[src/rtl/rdt_pkg.sv]
// Shared types and constants of the retransmit drop timer.
// Depends on nothing; every other file of the block imports it.
package rdt_pkg;

   // In-flight window over packet ids, and the slot index width
   localparam int unsigned WINDOW   = 64;
   localparam int unsigned WIN_BITS = $clog2(WINDOW);

   localparam int unsigned ID_BITS  = 32;
   localparam int unsigned TO_BITS  = 24;
   localparam int unsigned BF_BITS  = 5;
   localparam int unsigned PROD_BITS = TO_BITS + BF_BITS;
   localparam int unsigned CSR_IDX_BITS = 3;

   // Register reset values
   localparam logic [TO_BITS-1:0] RST_INITIAL_TIMEOUT = 24'd1000;
   localparam logic [BF_BITS-1:0] RST_BACKOFF_FACTOR  = 5'd2;
   localparam logic [TO_BITS-1:0] RST_TIMEOUT_CEILING = 24'd60000;
   localparam logic               RST_OOO_ACK_RESTARTS = 1'b1;
   localparam logic               RST_DROP_ALL         = 1'b1;

   // Event codes
   typedef enum logic [2:0] {
      OP_GROUP_START = 3'd0,
      OP_SENT        = 3'd1,
      OP_ACK         = 3'd2,
      OP_REMOVED     = 3'd3,
      OP_ALL_REMOVED = 3'd4,
      OP_GROUP_END   = 3'd5,
      OP_TICK        = 3'd6,
      OP_SHUTDOWN    = 3'd7
   } op_type;

   // Register indexes
   typedef enum logic [CSR_IDX_BITS-1:0] {
      CSR_INITIAL_TIMEOUT = 3'd0,
      CSR_BACKOFF_FACTOR  = 3'd1,
      CSR_TIMEOUT_CEILING = 3'd2,
      CSR_OOO_ACK_RESTART = 3'd3,
      CSR_DROP_ALL        = 3'd4
   } csr_index_type;

   // Sequencer states
   typedef enum logic [2:0] {
      S_IDLE,
      S_EXEC,
      S_SCAN,
      S_BACKOFF,
      S_DONE
   } state_type;

   // Status of the left-edge scan unit
   typedef struct packed {
      logic               done;
      logic               found;
      logic [ID_BITS-1:0] cand;
   } scan_status_type;

   // Status of the backoff unit
   typedef struct packed {
      logic               done;
      logic [TO_BITS-1:0] timeout;
   } backoff_status_type;

endpackage

[src/rtl/rdt_req_if.sv]
// Event channel of the retransmit drop timer: valid/ready plus event payload.
// Depends on rdt_pkg.
interface rdt_req_if import rdt_pkg::*; ();
   logic               valid;
   logic               ready;
   logic [2:0]         op;
   logic [ID_BITS-1:0] pkt_id;

   modport source (output valid, output op, output pkt_id, input ready);
   modport sink   (input valid, input op, input pkt_id, output ready);
endinterface

[src/rtl/rdt_rsp_if.sv]
// Result channel of the retransmit drop timer: valid/ready plus result payload.
// Depends on rdt_pkg.
interface rdt_rsp_if import rdt_pkg::*; ();
   logic               valid;
   logic               ready;
   logic               fired;
   logic               drop_all;
   logic               timer_armed;
   logic [TO_BITS-1:0] timeout_now;
   logic [ID_BITS-1:0] oldest_in_flight;
   logic               error;

   modport source (output valid, output fired, output drop_all, output timer_armed,
                   output timeout_now, output oldest_in_flight, output error,
                   input ready);
   modport sink   (input valid, input fired, input drop_all, input timer_armed,
                   input timeout_now, input oldest_in_flight, input error,
                   output ready);
endinterface

[src/rtl/rdt_csr_if.sv]
// Register write channel of the retransmit drop timer: valid/ready, index, data.
// Depends on rdt_pkg.
interface rdt_csr_if import rdt_pkg::*; ();
   logic                    valid;
   logic                    ready;
   logic [CSR_IDX_BITS-1:0] index;
   logic [TO_BITS-1:0]      data;

   modport source (output valid, output index, output data, input ready);
   modport sink   (input valid, input index, input data, output ready);
endinterface

[src/rtl/rdt_scan.sv]
// Left-edge scan unit: tests one candidate id of the in-flight bitmap per cycle.
// Depends on rdt_pkg.
module rdt_scan import rdt_pkg::*; (
   input  logic                clock,
   input  logic                reset,
   input  logic                start,
   input  logic [ID_BITS-1:0]  base,
   input  logic [WIN_BITS-1:0] limit,
   input  logic [WINDOW-1:0]   map,
   output scan_status_type     status
);

   logic                active_ff, active_in;
   logic [WIN_BITS-1:0] k_ff, k_in;
   logic [WIN_BITS-1:0] limit_ff, limit_in;
   logic [ID_BITS-1:0]  base_ff, base_in;

   logic [ID_BITS-1:0]  cand;
   logic                hit;
   logic                last;

   // Candidate id and its bitmap slot
   always_comb begin
      cand = base_ff + ID_BITS'(k_ff);
      hit  = map[cand[WIN_BITS-1:0]];
      last = hit || (k_ff == limit_ff);
   end

   // Step the offset until a hit or the end of the span
   always_comb begin
      active_in = active_ff;
      k_in      = k_ff;
      limit_in  = limit_ff;
      base_in   = base_ff;
      if (start) begin
         active_in = 1'b1;
         k_in      = WIN_BITS'(1);
         limit_in  = limit;
         base_in   = base;
      end else if (active_ff) begin
         if (last) begin
            active_in = 1'b0;
         end else begin
            k_in = k_ff + WIN_BITS'(1);
         end
      end
   end

   always_ff @(posedge clock) begin
      if (reset) begin
         active_ff <= 1'b0;
      end else begin
         active_ff <= active_in;
      end
      k_ff     <= k_in;
      limit_ff <= limit_in;
      base_ff  <= base_in;
   end

   assign status.done  = active_ff && last;
   assign status.found = hit;
   assign status.cand  = cand;

endmodule

[src/rtl/rdt_backoff.sv]
// Backoff unit: multiplies the timeout by a factor above one, then caps it at the ceiling.
// Depends on rdt_pkg.
module rdt_backoff import rdt_pkg::*; (
   input  logic               clock,
   input  logic               reset,
   input  logic               start,
   input  logic [TO_BITS-1:0] timeout,
   input  logic [BF_BITS-1:0] factor,
   input  logic [TO_BITS-1:0] ceiling,
   output backoff_status_type status
);

   logic                 pend_ff, pend_in;
   logic [PROD_BITS-1:0] prod_ff, prod_in;
   logic [TO_BITS-1:0]   keep_ff, keep_in;
   logic [TO_BITS-1:0]   ceil_ff, ceil_in;
   logic                 scale_ff, scale_in;

   logic [TO_BITS-1:0]   capped;
   logic [TO_BITS-1:0]   result;

   // Register the product and its operands
   always_comb begin
      pend_in  = start;
      prod_in  = prod_ff;
      keep_in  = keep_ff;
      ceil_in  = ceil_ff;
      scale_in = scale_ff;
      if (start) begin
         prod_in  = PROD_BITS'(timeout) * PROD_BITS'(factor);
         keep_in  = timeout;
         ceil_in  = (ceiling == '0) ? TO_BITS'(1) : ceiling;
         scale_in = (factor > BF_BITS'(1));
      end
   end

   always_ff @(posedge clock) begin
      if (reset) begin
         pend_ff <= 1'b0;
      end else begin
         pend_ff <= pend_in;
      end
      prod_ff  <= prod_in;
      keep_ff  <= keep_in;
      ceil_ff  <= ceil_in;
      scale_ff <= scale_in;
   end

   // Cap, bypass for no backoff, and never leave a zero timeout
   always_comb begin
      capped = (prod_ff > PROD_BITS'(ceil_ff)) ? ceil_ff : prod_ff[TO_BITS-1:0];
      result = scale_ff ? capped : keep_ff;
      if (result == '0) begin
         result = TO_BITS'(1);
      end
   end

   assign status.done    = pend_ff;
   assign status.timeout = result;

endmodule

[src/rtl/retransmit_drop_timer.sv]
// Top level of the retransmit drop timer: sequencer, pipe state and timer.
// Depends on rdt_pkg, the channel interfaces, rdt_scan and rdt_backoff.
//
// Takes one event at a time and gives exactly one result per event. A plain
// event goes through accept, execute and load result, in that order. Removing
// the oldest in-flight packet runs the scan unit, which tests one later id of
// the bitmap per cycle up to the newest sent id; a tick that expires the timer
// runs the backoff multiply and cap. The next event is taken once the result
// sits in the output register; a held result stalls the block. Register writes
// are taken at any time and are meant to arrive while the block is idle.
module retransmit_drop_timer import rdt_pkg::*; (
   input logic       clock,
   input logic       reset,
   rdt_req_if.sink   req_ch,
   rdt_rsp_if.source rsp_ch,
   rdt_csr_if.sink   csr_ch
);

   state_type state_ff, state_in;

   // Latched event
   op_type             op_ff, op_in;
   logic [ID_BITS-1:0] id_ff, id_in;

   // Pipe and timer state
   logic [WINDOW-1:0]  map_ff, map_in;
   logic [ID_BITS-1:0] base_ff, base_in;
   logic [ID_BITS-1:0] newest_sent_ff, newest_sent_in;
   logic [ID_BITS-1:0] oldest_start_ff, oldest_start_in;
   logic [ID_BITS-1:0] newest_acked_ff, newest_acked_in;
   logic               in_group_ff, in_group_in;
   logic               running_ff, running_in;
   logic [TO_BITS-1:0] countdown_ff, countdown_in;
   logic [TO_BITS-1:0] cur_to_ff, cur_to_in;
   logic               shut_ff, shut_in;
   logic               fired_ff, fired_in;
   logic               drop_ff, drop_in;
   logic               err_ff, err_in;

   // Registers
   logic [TO_BITS-1:0] cfg_init_ff, cfg_init_in;
   logic [BF_BITS-1:0] cfg_factor_ff, cfg_factor_in;
   logic [TO_BITS-1:0] cfg_ceil_ff, cfg_ceil_in;
   logic               cfg_ooo_ff, cfg_ooo_in;
   logic               cfg_drop_ff, cfg_drop_in;

   // Result register
   logic               rsp_valid_ff, rsp_valid_in;
   logic               rsp_fired_ff, rsp_fired_in;
   logic               rsp_drop_ff, rsp_drop_in;
   logic               rsp_run_ff, rsp_run_in;
   logic [TO_BITS-1:0] rsp_to_ff, rsp_to_in;
   logic [ID_BITS-1:0] rsp_oldest_ff, rsp_oldest_in;
   logic               rsp_err_ff, rsp_err_in;

   logic               req_fire;
   logic               rsp_load;
   logic               scan_go;
   logic               backoff_go;
   logic               nonempty;
   logic               in_flight;
   logic [ID_BITS-1:0] oldest_now;
   logic [ID_BITS-1:0] diff;
   logic [ID_BITS-1:0] span;
   logic [WIN_BITS-1:0] scan_limit;
   logic [TO_BITS-1:0] arm_value;
   logic [TO_BITS-1:0] cd_dec;

   scan_status_type    scan_st;
   backoff_status_type bo_st;

   // Scan and backoff units
   rdt_scan u_scan (
      .clock  (clock),
      .reset  (reset),
      .start  (scan_go),
      .base   (base_ff),
      .limit  (scan_limit),
      .map    (map_ff),
      .status (scan_st)
   );

   rdt_backoff u_backoff (
      .clock   (clock),
      .reset   (reset),
      .start   (backoff_go),
      .timeout (cur_to_ff),
      .factor  (cfg_factor_ff),
      .ceiling (cfg_ceil_ff),
      .status  (bo_st)
   );

   // Handshake outputs
   always_comb begin
      req_ch.ready = (state_ff == S_IDLE);
      csr_ch.ready = 1'b1;
      req_fire     = req_ch.valid && req_ch.ready;
      rsp_load     = (state_ff == S_DONE) && (!rsp_valid_ff || rsp_ch.ready);
   end

   // Pipe views used by the event logic
   always_comb begin
      nonempty   = map_ff[base_ff[WIN_BITS-1:0]];
      oldest_now = nonempty ? base_ff : '0;
      diff       = id_ff - base_ff;
      in_flight  = nonempty && (id_ff >= base_ff) && (diff < ID_BITS'(WINDOW)) &&
                   map_ff[id_ff[WIN_BITS-1:0]];
      span       = newest_sent_ff - base_ff;
      scan_limit = (span >= ID_BITS'(WINDOW - 1)) ? WIN_BITS'(WINDOW - 1)
                                                  : span[WIN_BITS-1:0];
      arm_value  = (cur_to_ff == '0) ? TO_BITS'(1) : cur_to_ff;
      cd_dec     = (countdown_ff == '0) ? '0 : countdown_ff - TO_BITS'(1);
   end

   // Next state
   always_comb begin
      state_in = state_ff;
      case (state_ff)
         S_IDLE: begin
            if (req_fire) begin
               state_in = S_EXEC;
            end
         end
         S_EXEC: begin
            if (scan_go) begin
               state_in = S_SCAN;
            end else if (backoff_go) begin
               state_in = S_BACKOFF;
            end else begin
               state_in = S_DONE;
            end
         end
         S_SCAN: begin
            if (scan_st.done) begin
               state_in = S_DONE;
            end
         end
         S_BACKOFF: begin
            if (bo_st.done) begin
               state_in = S_DONE;
            end
         end
         S_DONE: begin
            if (rsp_load) begin
               state_in = S_IDLE;
            end
         end
         default: state_in = S_IDLE;
      endcase
   end

   // Event execution and register writes
   always_comb begin
      op_in           = op_ff;
      id_in           = id_ff;
      map_in          = map_ff;
      base_in         = base_ff;
      newest_sent_in  = newest_sent_ff;
      oldest_start_in = oldest_start_ff;
      newest_acked_in = newest_acked_ff;
      in_group_in     = in_group_ff;
      running_in      = running_ff;
      countdown_in    = countdown_ff;
      cur_to_in       = cur_to_ff;
      shut_in         = shut_ff;
      fired_in        = fired_ff;
      drop_in         = drop_ff;
      err_in          = err_ff;
      cfg_init_in     = cfg_init_ff;
      cfg_factor_in   = cfg_factor_ff;
      cfg_ceil_in     = cfg_ceil_ff;
      cfg_ooo_in      = cfg_ooo_ff;
      cfg_drop_in     = cfg_drop_ff;
      scan_go         = 1'b0;
      backoff_go      = 1'b0;

      // Latch the event and clear the per-event flags
      if (req_fire) begin
         op_in    = op_type'(req_ch.op);
         id_in    = req_ch.pkt_id;
         fired_in = 1'b0;
         drop_in  = 1'b0;
         err_in   = 1'b0;
      end

      if (state_ff == S_EXEC) begin
         case (op_ff)
            OP_GROUP_START: begin
               if (in_group_ff) begin
                  err_in = 1'b1;
               end else begin
                  in_group_in     = 1'b1;
                  oldest_start_in = oldest_now;
                  newest_acked_in = '0;
               end
            end
            OP_SENT: begin
               if (!in_group_ff || (id_ff == '0) || (id_ff <= newest_sent_ff)) begin
                  err_in = 1'b1;
               end else if (!nonempty) begin
                  base_in                         = id_ff;
                  map_in[id_ff[WIN_BITS-1:0]]     = 1'b1;
                  newest_sent_in                  = id_ff;
               end else if (diff >= ID_BITS'(WINDOW)) begin
                  err_in = 1'b1;
               end else begin
                  map_in[id_ff[WIN_BITS-1:0]] = 1'b1;
                  newest_sent_in              = id_ff;
               end
            end
            OP_ACK: begin
               if (!in_group_ff || !in_flight) begin
                  err_in = 1'b1;
               end else if (id_ff > newest_acked_ff) begin
                  newest_acked_in = id_ff;
               end
            end
            OP_REMOVED: begin
               if (!in_group_ff || !in_flight) begin
                  err_in = 1'b1;
               end else begin
                  map_in[id_ff[WIN_BITS-1:0]] = 1'b0;
                  // Oldest removed: search forward for the new left edge
                  if ((id_ff == base_ff) && (scan_limit != '0)) begin
                     scan_go = 1'b1;
                  end
               end
            end
            OP_ALL_REMOVED: begin
               if (!in_group_ff) begin
                  err_in = 1'b1;
               end else begin
                  if (!nonempty) begin
                     err_in = 1'b1;
                  end
                  map_in = '0;
               end
            end
            OP_GROUP_END: begin
               if (!in_group_ff) begin
                  err_in = 1'b1;
               end else begin
                  in_group_in = 1'b0;
                  if (oldest_start_ff == '0) begin
                     if (oldest_now != '0 && !shut_ff) begin
                        running_in   = 1'b1;
                        countdown_in = arm_value;
                     end
                  end else if (oldest_now == '0) begin
                     running_in = 1'b0;
                  end else if ((oldest_now != oldest_start_ff) ||
                               ((newest_acked_ff != '0) && cfg_ooo_ff)) begin
                     if (!shut_ff) begin
                        running_in   = 1'b1;
                        countdown_in = arm_value;
                     end
                  end
               end
            end
            OP_TICK: begin
               if (!shut_ff && running_ff) begin
                  countdown_in = cd_dec;
                  if (cd_dec == '0) begin
                     running_in = 1'b0;
                     fired_in   = 1'b1;
                     drop_in    = cfg_drop_ff;
                     backoff_go = 1'b1;
                  end
               end
            end
            OP_SHUTDOWN: begin
               running_in   = 1'b0;
               countdown_in = '0;
               shut_in      = 1'b1;
            end
            default: ;
         endcase
      end

      // Move the left edge to the scan hit
      if ((state_ff == S_SCAN) && scan_st.done && scan_st.found) begin
         base_in = scan_st.cand;
      end

      // Take the backed-off timeout
      if ((state_ff == S_BACKOFF) && bo_st.done) begin
         cur_to_in = bo_st.timeout;
      end

      // Register writes
      if (csr_ch.valid && csr_ch.ready) begin
         case (csr_index_type'(csr_ch.index))
            CSR_INITIAL_TIMEOUT: begin
               cfg_init_in = csr_ch.data;
               cur_to_in   = csr_ch.data;
            end
            CSR_BACKOFF_FACTOR:  cfg_factor_in = csr_ch.data[BF_BITS-1:0];
            CSR_TIMEOUT_CEILING: cfg_ceil_in   = csr_ch.data;
            CSR_OOO_ACK_RESTART: cfg_ooo_in    = csr_ch.data[0];
            CSR_DROP_ALL:        cfg_drop_in   = csr_ch.data[0];
            default: ;
         endcase
      end
   end

   // Result register: load at the end of the event, drop on transfer
   always_comb begin
      rsp_valid_in  = rsp_valid_ff;
      rsp_fired_in  = rsp_fired_ff;
      rsp_drop_in   = rsp_drop_ff;
      rsp_run_in    = rsp_run_ff;
      rsp_to_in     = rsp_to_ff;
      rsp_oldest_in = rsp_oldest_ff;
      rsp_err_in    = rsp_err_ff;
      if (rsp_ch.valid && rsp_ch.ready) begin
         rsp_valid_in = 1'b0;
      end
      if (rsp_load) begin
         rsp_valid_in  = 1'b1;
         rsp_fired_in  = fired_ff;
         rsp_drop_in   = drop_ff;
         rsp_run_in    = running_ff;
         rsp_to_in     = cur_to_ff;
         rsp_oldest_in = oldest_now;
         rsp_err_in    = err_ff;
      end
   end

   always_ff @(posedge clock) begin
      if (reset) begin
         state_ff        <= S_IDLE;
         map_ff          <= '0;
         base_ff         <= '0;
         newest_sent_ff  <= '0;
         oldest_start_ff <= '0;
         newest_acked_ff <= '0;
         in_group_ff     <= 1'b0;
         running_ff      <= 1'b0;
         countdown_ff    <= '0;
         cur_to_ff       <= RST_INITIAL_TIMEOUT;
         shut_ff         <= 1'b0;
         cfg_init_ff     <= RST_INITIAL_TIMEOUT;
         cfg_factor_ff   <= RST_BACKOFF_FACTOR;
         cfg_ceil_ff     <= RST_TIMEOUT_CEILING;
         cfg_ooo_ff      <= RST_OOO_ACK_RESTARTS;
         cfg_drop_ff     <= RST_DROP_ALL;
         rsp_valid_ff    <= 1'b0;
      end else begin
         state_ff        <= state_in;
         map_ff          <= map_in;
         base_ff         <= base_in;
         newest_sent_ff  <= newest_sent_in;
         oldest_start_ff <= oldest_start_in;
         newest_acked_ff <= newest_acked_in;
         in_group_ff     <= in_group_in;
         running_ff      <= running_in;
         countdown_ff    <= countdown_in;
         cur_to_ff       <= cur_to_in;
         shut_ff         <= shut_in;
         cfg_init_ff     <= cfg_init_in;
         cfg_factor_ff   <= cfg_factor_in;
         cfg_ceil_ff     <= cfg_ceil_in;
         cfg_ooo_ff      <= cfg_ooo_in;
         cfg_drop_ff     <= cfg_drop_in;
         rsp_valid_ff    <= rsp_valid_in;
      end
      op_ff         <= op_in;
      id_ff         <= id_in;
      fired_ff      <= fired_in;
      drop_ff       <= drop_in;
      err_ff        <= err_in;
      rsp_fired_ff  <= rsp_fired_in;
      rsp_drop_ff   <= rsp_drop_in;
      rsp_run_ff    <= rsp_run_in;
      rsp_to_ff     <= rsp_to_in;
      rsp_oldest_ff <= rsp_oldest_in;
      rsp_err_ff    <= rsp_err_in;
   end

   // Drive the result channel
   always_comb begin
      rsp_ch.valid            = rsp_valid_ff;
      rsp_ch.fired            = rsp_fired_ff;
      rsp_ch.drop_all         = rsp_drop_ff;
      rsp_ch.timer_armed      = rsp_run_ff;
      rsp_ch.timeout_now      = rsp_to_ff;
      rsp_ch.oldest_in_flight = rsp_oldest_ff;
      rsp_ch.error            = rsp_err_ff;
   end

endmodule

[src/flat_wrapper.sv]
// flat-port wrapper written by rule: the top's interface ports become plain ports
module retransmit_drop_timer_flat import rdt_pkg::*;
  (clock, reset, req_ch_valid, req_ch_op, req_ch_pkt_id, req_ch_ready, rsp_ch_valid, rsp_ch_fired, rsp_ch_drop_all, rsp_ch_timer_armed, rsp_ch_timeout_now, rsp_ch_oldest_in_flight, rsp_ch_error, rsp_ch_ready, csr_ch_valid, csr_ch_index, csr_ch_data, csr_ch_ready);
  rdt_req_if req_ch_i ();
  rdt_rsp_if rsp_ch_i ();
  rdt_csr_if csr_ch_i ();
  input logic clock;
  input logic reset;
  input wire logic [$bits(req_ch_i.valid)-1:0] req_ch_valid;
  input wire logic [$bits(req_ch_i.op)-1:0] req_ch_op;
  input wire logic [$bits(req_ch_i.pkt_id)-1:0] req_ch_pkt_id;
  output wire logic [$bits(req_ch_i.ready)-1:0] req_ch_ready;
  output wire logic [$bits(rsp_ch_i.valid)-1:0] rsp_ch_valid;
  output wire logic [$bits(rsp_ch_i.fired)-1:0] rsp_ch_fired;
  output wire logic [$bits(rsp_ch_i.drop_all)-1:0] rsp_ch_drop_all;
  output wire logic [$bits(rsp_ch_i.timer_armed)-1:0] rsp_ch_timer_armed;
  output wire logic [$bits(rsp_ch_i.timeout_now)-1:0] rsp_ch_timeout_now;
  output wire logic [$bits(rsp_ch_i.oldest_in_flight)-1:0] rsp_ch_oldest_in_flight;
  output wire logic [$bits(rsp_ch_i.error)-1:0] rsp_ch_error;
  input wire logic [$bits(rsp_ch_i.ready)-1:0] rsp_ch_ready;
  input wire logic [$bits(csr_ch_i.valid)-1:0] csr_ch_valid;
  input wire logic [$bits(csr_ch_i.index)-1:0] csr_ch_index;
  input wire logic [$bits(csr_ch_i.data)-1:0] csr_ch_data;
  output wire logic [$bits(csr_ch_i.ready)-1:0] csr_ch_ready;
  assign req_ch_i.valid = req_ch_valid;
  assign req_ch_i.op = req_ch_op;
  assign req_ch_i.pkt_id = req_ch_pkt_id;
  assign req_ch_ready = req_ch_i.ready;
  assign rsp_ch_valid = rsp_ch_i.valid;
  assign rsp_ch_fired = rsp_ch_i.fired;
  assign rsp_ch_drop_all = rsp_ch_i.drop_all;
  assign rsp_ch_timer_armed = rsp_ch_i.timer_armed;
  assign rsp_ch_timeout_now = rsp_ch_i.timeout_now;
  assign rsp_ch_oldest_in_flight = rsp_ch_i.oldest_in_flight;
  assign rsp_ch_error = rsp_ch_i.error;
  assign rsp_ch_i.ready = rsp_ch_ready;
  assign csr_ch_i.valid = csr_ch_valid;
  assign csr_ch_i.index = csr_ch_index;
  assign csr_ch_i.data = csr_ch_data;
  assign csr_ch_ready = csr_ch_i.ready;
  retransmit_drop_timer u_core (.clock(clock), .reset(reset), .req_ch(req_ch_i), .rsp_ch(rsp_ch_i), .csr_ch(csr_ch_i));
endmodule
[config.mk]
export PLATFORM = sky130hd
export DESIGN_NAME = retransmit_drop_timer_flat
export DESIGN_NICKNAME = d
export VERILOG_FILES = /design/src/rtl/rdt_pkg.sv /design/src/rtl/rdt_req_if.sv /design/src/rtl/rdt_rsp_if.sv /design/src/rtl/rdt_csr_if.sv /design/src/rtl/rdt_scan.sv /design/src/rtl/rdt_backoff.sv /design/src/rtl/retransmit_drop_timer.sv /design/src/flat_wrapper.sv
export SDC_FILE = /design/constraint.sdc
export NUM_CORES = 2
export LEC_CHECK = 0
export ABC_CLOCK_PERIOD_IN_PS = 13200
export BUFFER_PORTS_ARGS = -buffer_cell sky130_fd_sc_hd__clkbuf_2
export CORE_ASPECT_RATIO = 1.75
export CORE_MARGIN = 2
export CORE_UTILIZATION = 40
export DETAILED_ROUTE_END_ITERATION = 7
export REMOVE_ABC_BUFFERS = 1
export SLEW_MARGIN = 20
export SYNTH_ARGS = -nofsm -noshare
export SYNTH_HDL_FRONTEND = slang
export SYNTH_SLANG_ARGS = --single-unit
export TNS_END_PERCENT = 20
[constraint.sdc]
create_clock -name clock -period 13.2 [get_ports clock]
set_input_delay 2.64 -clock clock [delete_from_list [all_inputs] [get_ports clock]]
set_output_delay 2.64 -clock clock [all_outputs]
set_load 0.01 [all_outputs]
# After elaboration in Yosys (flattened, before gate mapping)

Index checks and enable logic that the tools add are counted.

Register bits: 500
Latch bits: 0
Memory bits (writable): 0
Memory bits (read-only): 0
Input port bits: 67
Output and inout bits: 63
Logic and storage cells: 257
Memories: 0

$add $sub $neg: 5
Multipliers: 1
Div/mod/pow operators: 0
Order comparisons: 12
Equality and inequality tests: 41
Shift operators: 0
Multiplexer cells: 94
Bitwise logic cells: 6
Reduce and logical (&&, ||, !) cells: 62

Operators with widths:

| operator                                                    | number |
|---|---|
| two-way mux 24 bit                                          | 15 |
| two-way mux 32 bit                                          | 11 |
| two-way mux 64 bit                                          | 5 |
| one-hot mux 64 bit (3 select lines)                         | 1 |
| zero test 24 bit                                            | 5 |
| zero test 32 bit                                            | 3 |
| one-hot mux 24 bit (3 select lines)                         | 1 |
| bitwise AND 64 bit                                          | 1 |
| NOT 64 bit                                                  | 1 |
| bitwise OR 64 bit                                           | 1 |
| one-hot mux 32 bit (2 select lines)                         | 1 |
| nonzero test 32 bit                                         | 2 |
| subtractor 32 bit                                           | 2 |
| two-way mux 1 bit                                           | 45 |
| adder 32 x 6 -> 32 bit                                      | 1 |
| == test 32 bit                                              | 1 |
| >= comparator 32 bit                                        | 1 |
| >= comparator 32 x 6 -> 1 bit, second input constant        | 1 |
| >= comparator 32 x 7 -> 1 bit, second input constant        | 1 |
| > comparator 32 bit                                         | 1 |
| less-or-equal comparator 32 bit                             | 1 |
| less-than comparator 32 x 7 -> 1 bit, second input constant | 1 |
| != test 32 bit                                              | 1 |
| > comparator 29 x 24 -> 1 bit                               | 1 |
| other kinds (40)                                            | 117 |

# Depth between registers and ports, before layout

Depth after elaboration: 12
Depth in mapped cells: 19

# Cells and area by module

A second synthesis with hierarchy kept.

Cells, all modules: 3772
Area, all modules: 33727.3 µm²

By module, submodules not included:

| module                | instances | cells each | area an instance (µm²) | seq. area each (µm²) |
|---|---|---|---|---|
| retransmit_drop_timer | 1         | 2725       | 23124.7                | 8478.1 |
| rdt_backoff           | 1         | 814        | 7734.9                 | 2362.3 |
| rdt_scan              | 1         | 233        | 2867.8                 | 1281.2 |

# Worst setup path after synthesis

No wires, ideal clock.

Kind: reg2reg
Start: register u_core.countdown_ff[4]
End: register u_core.drop_ff
Library setup time: 0.506 ns
Data arrival time: 11.742 ns
Path slack: 0.952 ns
Cell stages (with the launch flop): 13
Cell sequence: dfxtp_1 > clkbuf_1 > nor4_1 > and2_1 > and3_1 > clkbuf_1 > nand3_1 > nor3b_1 > a31oi_1 > o32ai_1 > nand3_1 > a2111oi_1 > o21ai_0

Word-level cells in the longest chain between the ends: 7
Elaborated cells on any way between the ends: 8

RTL lines:

| item                                                            | RTL line                     | RTL |
|---|---|---|
| start: declaration                                              | retransmit_drop_timer.sv:33  | `logic [TO_BITS-1:0] countdown_ff, countdown_in;` |
| start signal: assignment                                        | retransmit_drop_timer.sv:357 | `countdown_ff <= countdown_in;` |
| subtractor 24 x 1 -> 24 bit or zero test 24 bit (tied branches) | retransmit_drop_timer.sv:112 | `cd_dec = (countdown_ff == '0) ? '0 : countdown_ff - TO_BITS'(1);` |
| two-way mux 24 bit *                                            | retransmit_drop_timer.sv:112 |  |
| zero test 24 bit *                                              | retransmit_drop_timer.sv:263 | `if (cd_dec == '0) begin` |
| two-way mux 1 bit *                                             | retransmit_drop_timer.sv:263 |  |
| two-way mux 1 bit *                                             | retransmit_drop_timer.sv:261 | `if (!shut_ff && running_ff) begin` |
| two-way mux 1 bit *                                             | retransmit_drop_timer.sv:187 | `case (op_ff)` |
| two-way mux 1 bit *                                             | retransmit_drop_timer.sv:186 | `if (state_ff == S_EXEC) begin` |
| net u_core.drop_in                                              | retransmit_drop_timer.sv:37  | `logic drop_ff, drop_in;` |
| end signal: assignment                                          | retransmit_drop_timer.sv:370 | `drop_ff <= drop_in;` |
| end: declaration                                                | retransmit_drop_timer.sv:37  |  |

Mark *: on every way through the listed nets, which the timed path passes. The rest lies on a longest branch.
A chain may end at the register's enable or synchronous reset.

# Worst setup path after layout

Start: register u_core.base_ff[1]
End: register u_core.u_scan.base_ff[22], enable pin

Word-level cells in the longest chain between the ends: 10
Elaborated cells on any way between the ends: 20

RTL lines:

| item                                                                      | RTL line                     | RTL |
|---|---|---|
| start: declaration                                                        | retransmit_drop_timer.sv:27  | `logic [ID_BITS-1:0] base_ff, base_in;` |
| start signal: assignment                                                  | retransmit_drop_timer.sv:351 | `base_ff <= base_in;` |
| parallel branches: the longest is 7 deep, another holds subtractor 32 bit | n/a                          |  |
| two-way mux 1 bit *                                                       | retransmit_drop_timer.sv:219 | `if (!in_group_ff \|\| !in_flight) begin` |
| two-way mux 1 bit *                                                       | retransmit_drop_timer.sv:187 |  |
| two-way mux 1 bit *                                                       | retransmit_drop_timer.sv:186 |  |
| net u_core.scan_go                                                        | retransmit_drop_timer.sv:58  | `logic scan_go;` |
| end signal: assignment                                                    | rdt_scan.sv:57               | `base_ff <= base_in;` |
| end: declaration                                                          | rdt_scan.sv:16               | `logic [ID_BITS-1:0] base_ff, base_in;` |

Mark *: on every way through the listed nets, which the timed path passes. The select of a mux whose other input is x is not followed.

==> results <==
- The run finished with clean final reports.
- The repair_antennas step left the layout with diodes totalling 0.
- Counting every instance in the synthesized netlist gives 3703.
- From synthesis to final layout, the design area changed by 10.1%.
- Counting flops with a built-in enable in the synthesized netlist gives 211.
- The Yosys step of the flow raised 0 warnings.
- After clock tree synthesis, the flow added hold-fix buffers numbering 0.
- The floorplan has 139 rows.
- In this run, CTS created clock tree buffers numbering 52.
- Counting both buffers and inverters, the worst setup path holds a total of 4.
- The total routed wirelength is 118000 um.
- The number of instances resized during post-cts repair is 0.
- For this run, asynchronously set or reset flops after synthesis account for 0%.
- The worst setup path is captured at a register.
- Power comes to 5040 uW.
- The die span in y is slightly below 400 um.
- Across all register-to-register paths, the minimum setup slack is 7.04 ns.
- The final-layout fill cell count is 8014.
- The cell family contributing the most delay on the critical path is compound AO/OA/AOI/OAI gates.
- The maximum clock frequency is around 160 MHz.
- The leakage component of the power is 0.0139 uW.
- The max-slew violation total from the final report was 0.
- The worst setup path is of the register to register kind.
- The detailed-route via count is a little under 30000.
- The min-delay analysis places its worst path in the category register to register.
- 130 I/O pins were placed.
- The slowest cell on the critical path is o41ai_1.
- Counting flops and latches in the post-synthesis netlist gives 500.
- The final weighted congestion in routability-driven placement is 1.01.
- After detailed routing, the met3 layer carries 5490 um of wire.
- In the routed design, unresolved DRC markers number 0.
- The remaining antenna violation count is 0.
- After detailed routing, the wire length on met1 is 41600 um.
- The power density of the placed cells is 138 nW/um^2.
- The overflow left after global routing is 0.
- Counting cells, the worst reg-to-reg path comes to 15.
- The arrival time of the worst setup path is 6.41 ns.
- The die area is 85500 sq um.
- OpenSTA, run right after detailed placement, puts the worst setup slack at 7.20 ns.
- The fraction of the yosys area taken by sequential cells is a little over a third.
- In the final layout, the share of cells above drive strength 1 is 9.93%.
- Port buffering added between 100 and 150 buffers.
- The accumulated negative setup slack is 0 ns.
- The global routing usage summed across all routing layers is between 20% and 30%.
- The detailed-routing iteration count for the pre-antenna-repair pass is 6.
- The number of global-route vias before repair was between 20000 and 30000.
- The worst hold path stage count is 0.
- The count of endpoints failing hold in the final timing report is 0.
- The clock input transition at the sequential cells of the worst setup and hold paths is 0.06 ns.
- The highest ir drop seen on vdd is 0.111 mV.
- The time the final worst path needs with I/O delays and setup is 6.16 ns.
- After layout, the worst path uses between 40% and 50% of the clock period.
- CTS built an H-tree with a depth of 2.
- In the detailed route, the total length drawn on met2 is 59800 um.
- The clock sink count is 500.
- A synthesized cell averages ~9.0 sq um.
- The distinct cell type count after synthesis is 91.
- The worst max-slew margin expressed relative to the limit is 26.8%.
- At the end of the flow, the number of nets in the layout was 4034.
- The critical-path maximum fanout is 43.
- The clock tree root driver cell is clkbuf_16.
- Across the run, the number of max-cap violations was 0.
- The least setup slack across all paths after layout is 7.04 ns.
- The area inside the core boundary is ~82000 sq um.
- The number of logic stages on the critical path including buffering is 15.
- Detailed placement ended at an HPWL of a little under 90000 um.
- The launching element type of the critical path is a register.
- In this design, the stage delay of the slowest critical-path cell is 0.95 ns.
- The worst setup skew after layout is approximately 0.04 ns.
- From left edge to right edge, the die measures 222 um.
- Among all flip-flop cells after synthesis, the most frequent one is dfxtp_1.
- The buffers inserted during post-CTS setup optimization is 0.
- The highest routed metal layer is met4.
- The clock insertion delay at the later pin of the skew report is 0.65 ns.
- STA puts the critical path data required time at 13.45 ns.
- Entering global routing, the biggest net connects between 80 and 90 pins.
- The number of antenna violations at the first check in global routing was 1.
- The dominant cell type by count on the critical path is buf_4.
- The clock passes through at most 3 buffers.
- For the pin with the worst max-slew slack, the measured transition is between 1 and 1.5 ns.
- In the routed layout, each cell is associated on average with a via count of between 6 and 7.
- The number of DRC violations after detailed-routing iteration 0 is 2572.
- The cell area after synthesis is ~33000 sq um.
- After detailed routing, the average wire length per cell comes to 24.7 um.
- Setup violations remaining at the end of the flow were counted as 0.
- TritonCTS built the clock tree.
- The first global-routing pass estimated ~180000 um of wire.
- Setup repair after global routing left no endpoint under its margin.
- Traced cell by cell, the critical path runs through inv_1 -> ha_1 -> nor2b_1 -> o2111ai_1 -> and4_1 -> a211oi_1 -> o41ai_1 -> o311ai_0 -> a31oi_1 -> o21ai_0 -> xnor2_1 -> o311ai_1 -> buf_4 -> clkinv_1 -> buf_4.
- The initial utilization of the core area, before any placement, comes to 40.5%.
worst reg2reg max path: stages (launching register included):
cell and delay [ns]:
dfxtp_1 0.58, inv_1 0.25, ha_1 0.33, nor2b_1 0.14, o2111ai_1 0.41, and4_1 0.29, a211oi_1 0.13, o41ai_1 0.95
o311ai_0 0.36, a31oi_1 0.27, o21ai_0 0.13, xnor2_1 0.84, o311ai_1 0.27, buf_4 0.23, clkinv_1 0.05, buf_4 0.48
flip-flops by register name, summed over array words and instances (netlist names), 29 cells and up:
register                        count
u_core.newest_acked_ff             32
u_core.u_backoff.prod_ff           29
u_core.oldest_start_ff             32
u_core.rsp_ch.oldest_in_flight     32
u_core.base_ff                     32
u_core.id_ff                       32
u_core.u_scan.base_ff              32
u_core.map_ff                      64
u_core.newest_sent_ff              32
synthesized netlist by cell type (20+ instances only):
cell        n  share of area [%]
nor2_1    252                2.8
buf_2      20               0.30
xor2_1     33               0.87
xnor2_1    75                2.0
mux4_2     23                1.6
nand2b_1   20               0.38
nand3_1   128                1.9
a211oi_1   78                1.8
a21oi_1   293                4.4
edfxtp_1  211                 19
nor2b_1    36               0.68
nand4_1    49               0.92
ha_1      197                7.4
nor3_1     75                1.1
dfxtp_1   289                 17
inv_1     228                2.6
clkbuf_1  184                2.1
fa_1       68                4.1
a22o_1     34               0.90
a21o_1     83                1.9
o41ai_1    28               0.74
o211ai_1   81                1.8
a31oi_1    30               0.56
mux2i_1   107                3.2
and3_1     26               0.49
o21ai_0   153                2.3
nand2_1   359                4.1
nor4_1     59                1.1
o21a_1     29               0.66
and2_1     74                1.4
where the power goes:
| part | switching (uW) | internal, uW | leakage (uW) |
|---|---|---|---|
| logic | 1020 | 507 | 0.00869 |
| registers | 132 | 1720 | 0.00429 |
| clock network | 679 | 977 | 0.000917 |
cell usage in the layout (no fill, tap or decap), drive strengths merged, types with 20 or more instances in the layout:
cell type / instances
fa: 68
mux4: 23
nor4: 61
a22o: 34
clkbuf: 193
inv: 232
nand2b: 20
a31oi: 30
nand2: 360
nand4: 49
nor3: 75
buf: 51
nor2: 252
and3: 26
a211oi: 79
nand3: 129
a21o: 83
nor2b: 36
mux2i: 107
xnor2: 75
o21ai: 155
dfxtp: 289
ha: 197
and2: 78
o211ai: 81
a21oi: 295
o41ai: 30
edfxtp: 211
o21a: 29
xor2: 33
path summary, 6_finish.rpt:
check | startpoint | end
setup reg to reg | u_core.base_ff[1]$_SDFFE_PP0P_ | u_core.u_scan.base_ff[22]$_DFFE_PP_
hold reg to reg | u_core.drop_ff$_DFF_P_ | u_core.rsp_ch.drop_all$_DFFE_PP_
setup / recovery | u_core.base_ff[1]$_SDFFE_PP0P_ | u_core.u_scan.base_ff[22]$_DFFE_PP_
hold / removal | u_core.drop_ff$_DFF_P_ | u_core.rsp_ch.drop_all$_DFFE_PP_
logic make-up (layout without fill, tap and decap cells):
family	count (synthesis)	after routing	synth area share [%]
other	1	1	0.0113
XOR/XNOR	108	108	2.85
multiplexers	147	147	5.36
buffers and inverters	464	506	5.51
flip-flops	500	500	36.5
AO/OA/AOI/OAI	1029	1029	20.8
AND/OR/NAND/NOR	1189	1189	17.5
adder cells (fa/ha/maj)	265	265	11.5
per-layer routing:
layer,vias to the layer above,global-route usage (%)
met2,1181,49.6
met3,421,3.18
met5,-,0
met1,14324,27.6
met4,0,23.3
li1,13639,-
layout make-up:
cell class / count / area [sq um] / area share (%)
inverters: 231 / 867 / 2.37
clock buffers: 66 / 1410 / 3.87
clock inverters: 31 / 467 / 1.28
repair buffers: 178 / 1030 / 2.81
multi-input cells: 2739 / 19400 / 52.9
flip-flops and latches: 500 / 12100 / 33.1
well taps: 1057 / 1320 / 3.62
per-stage QoR:
step / instances / hold slack (ns) / utilization [%] / cell area, sq um
2_1_floorplan: 3470 / 0.408 / - / 32300
3_3_place_gp: 4704 / 0.417 / 42.2 / 34700
3_5_place_dp: 4704 / 0.423 / 42.2 / 34700
4_1_cts: 4801 / 0.438 / 44.5 / 36500
5_1_grt: 4802 / 0.461 / 44.5 / 36600
6_report: 4802 / 0.434 / 44.5 / 36600
(Power assumes the default switching activity.)
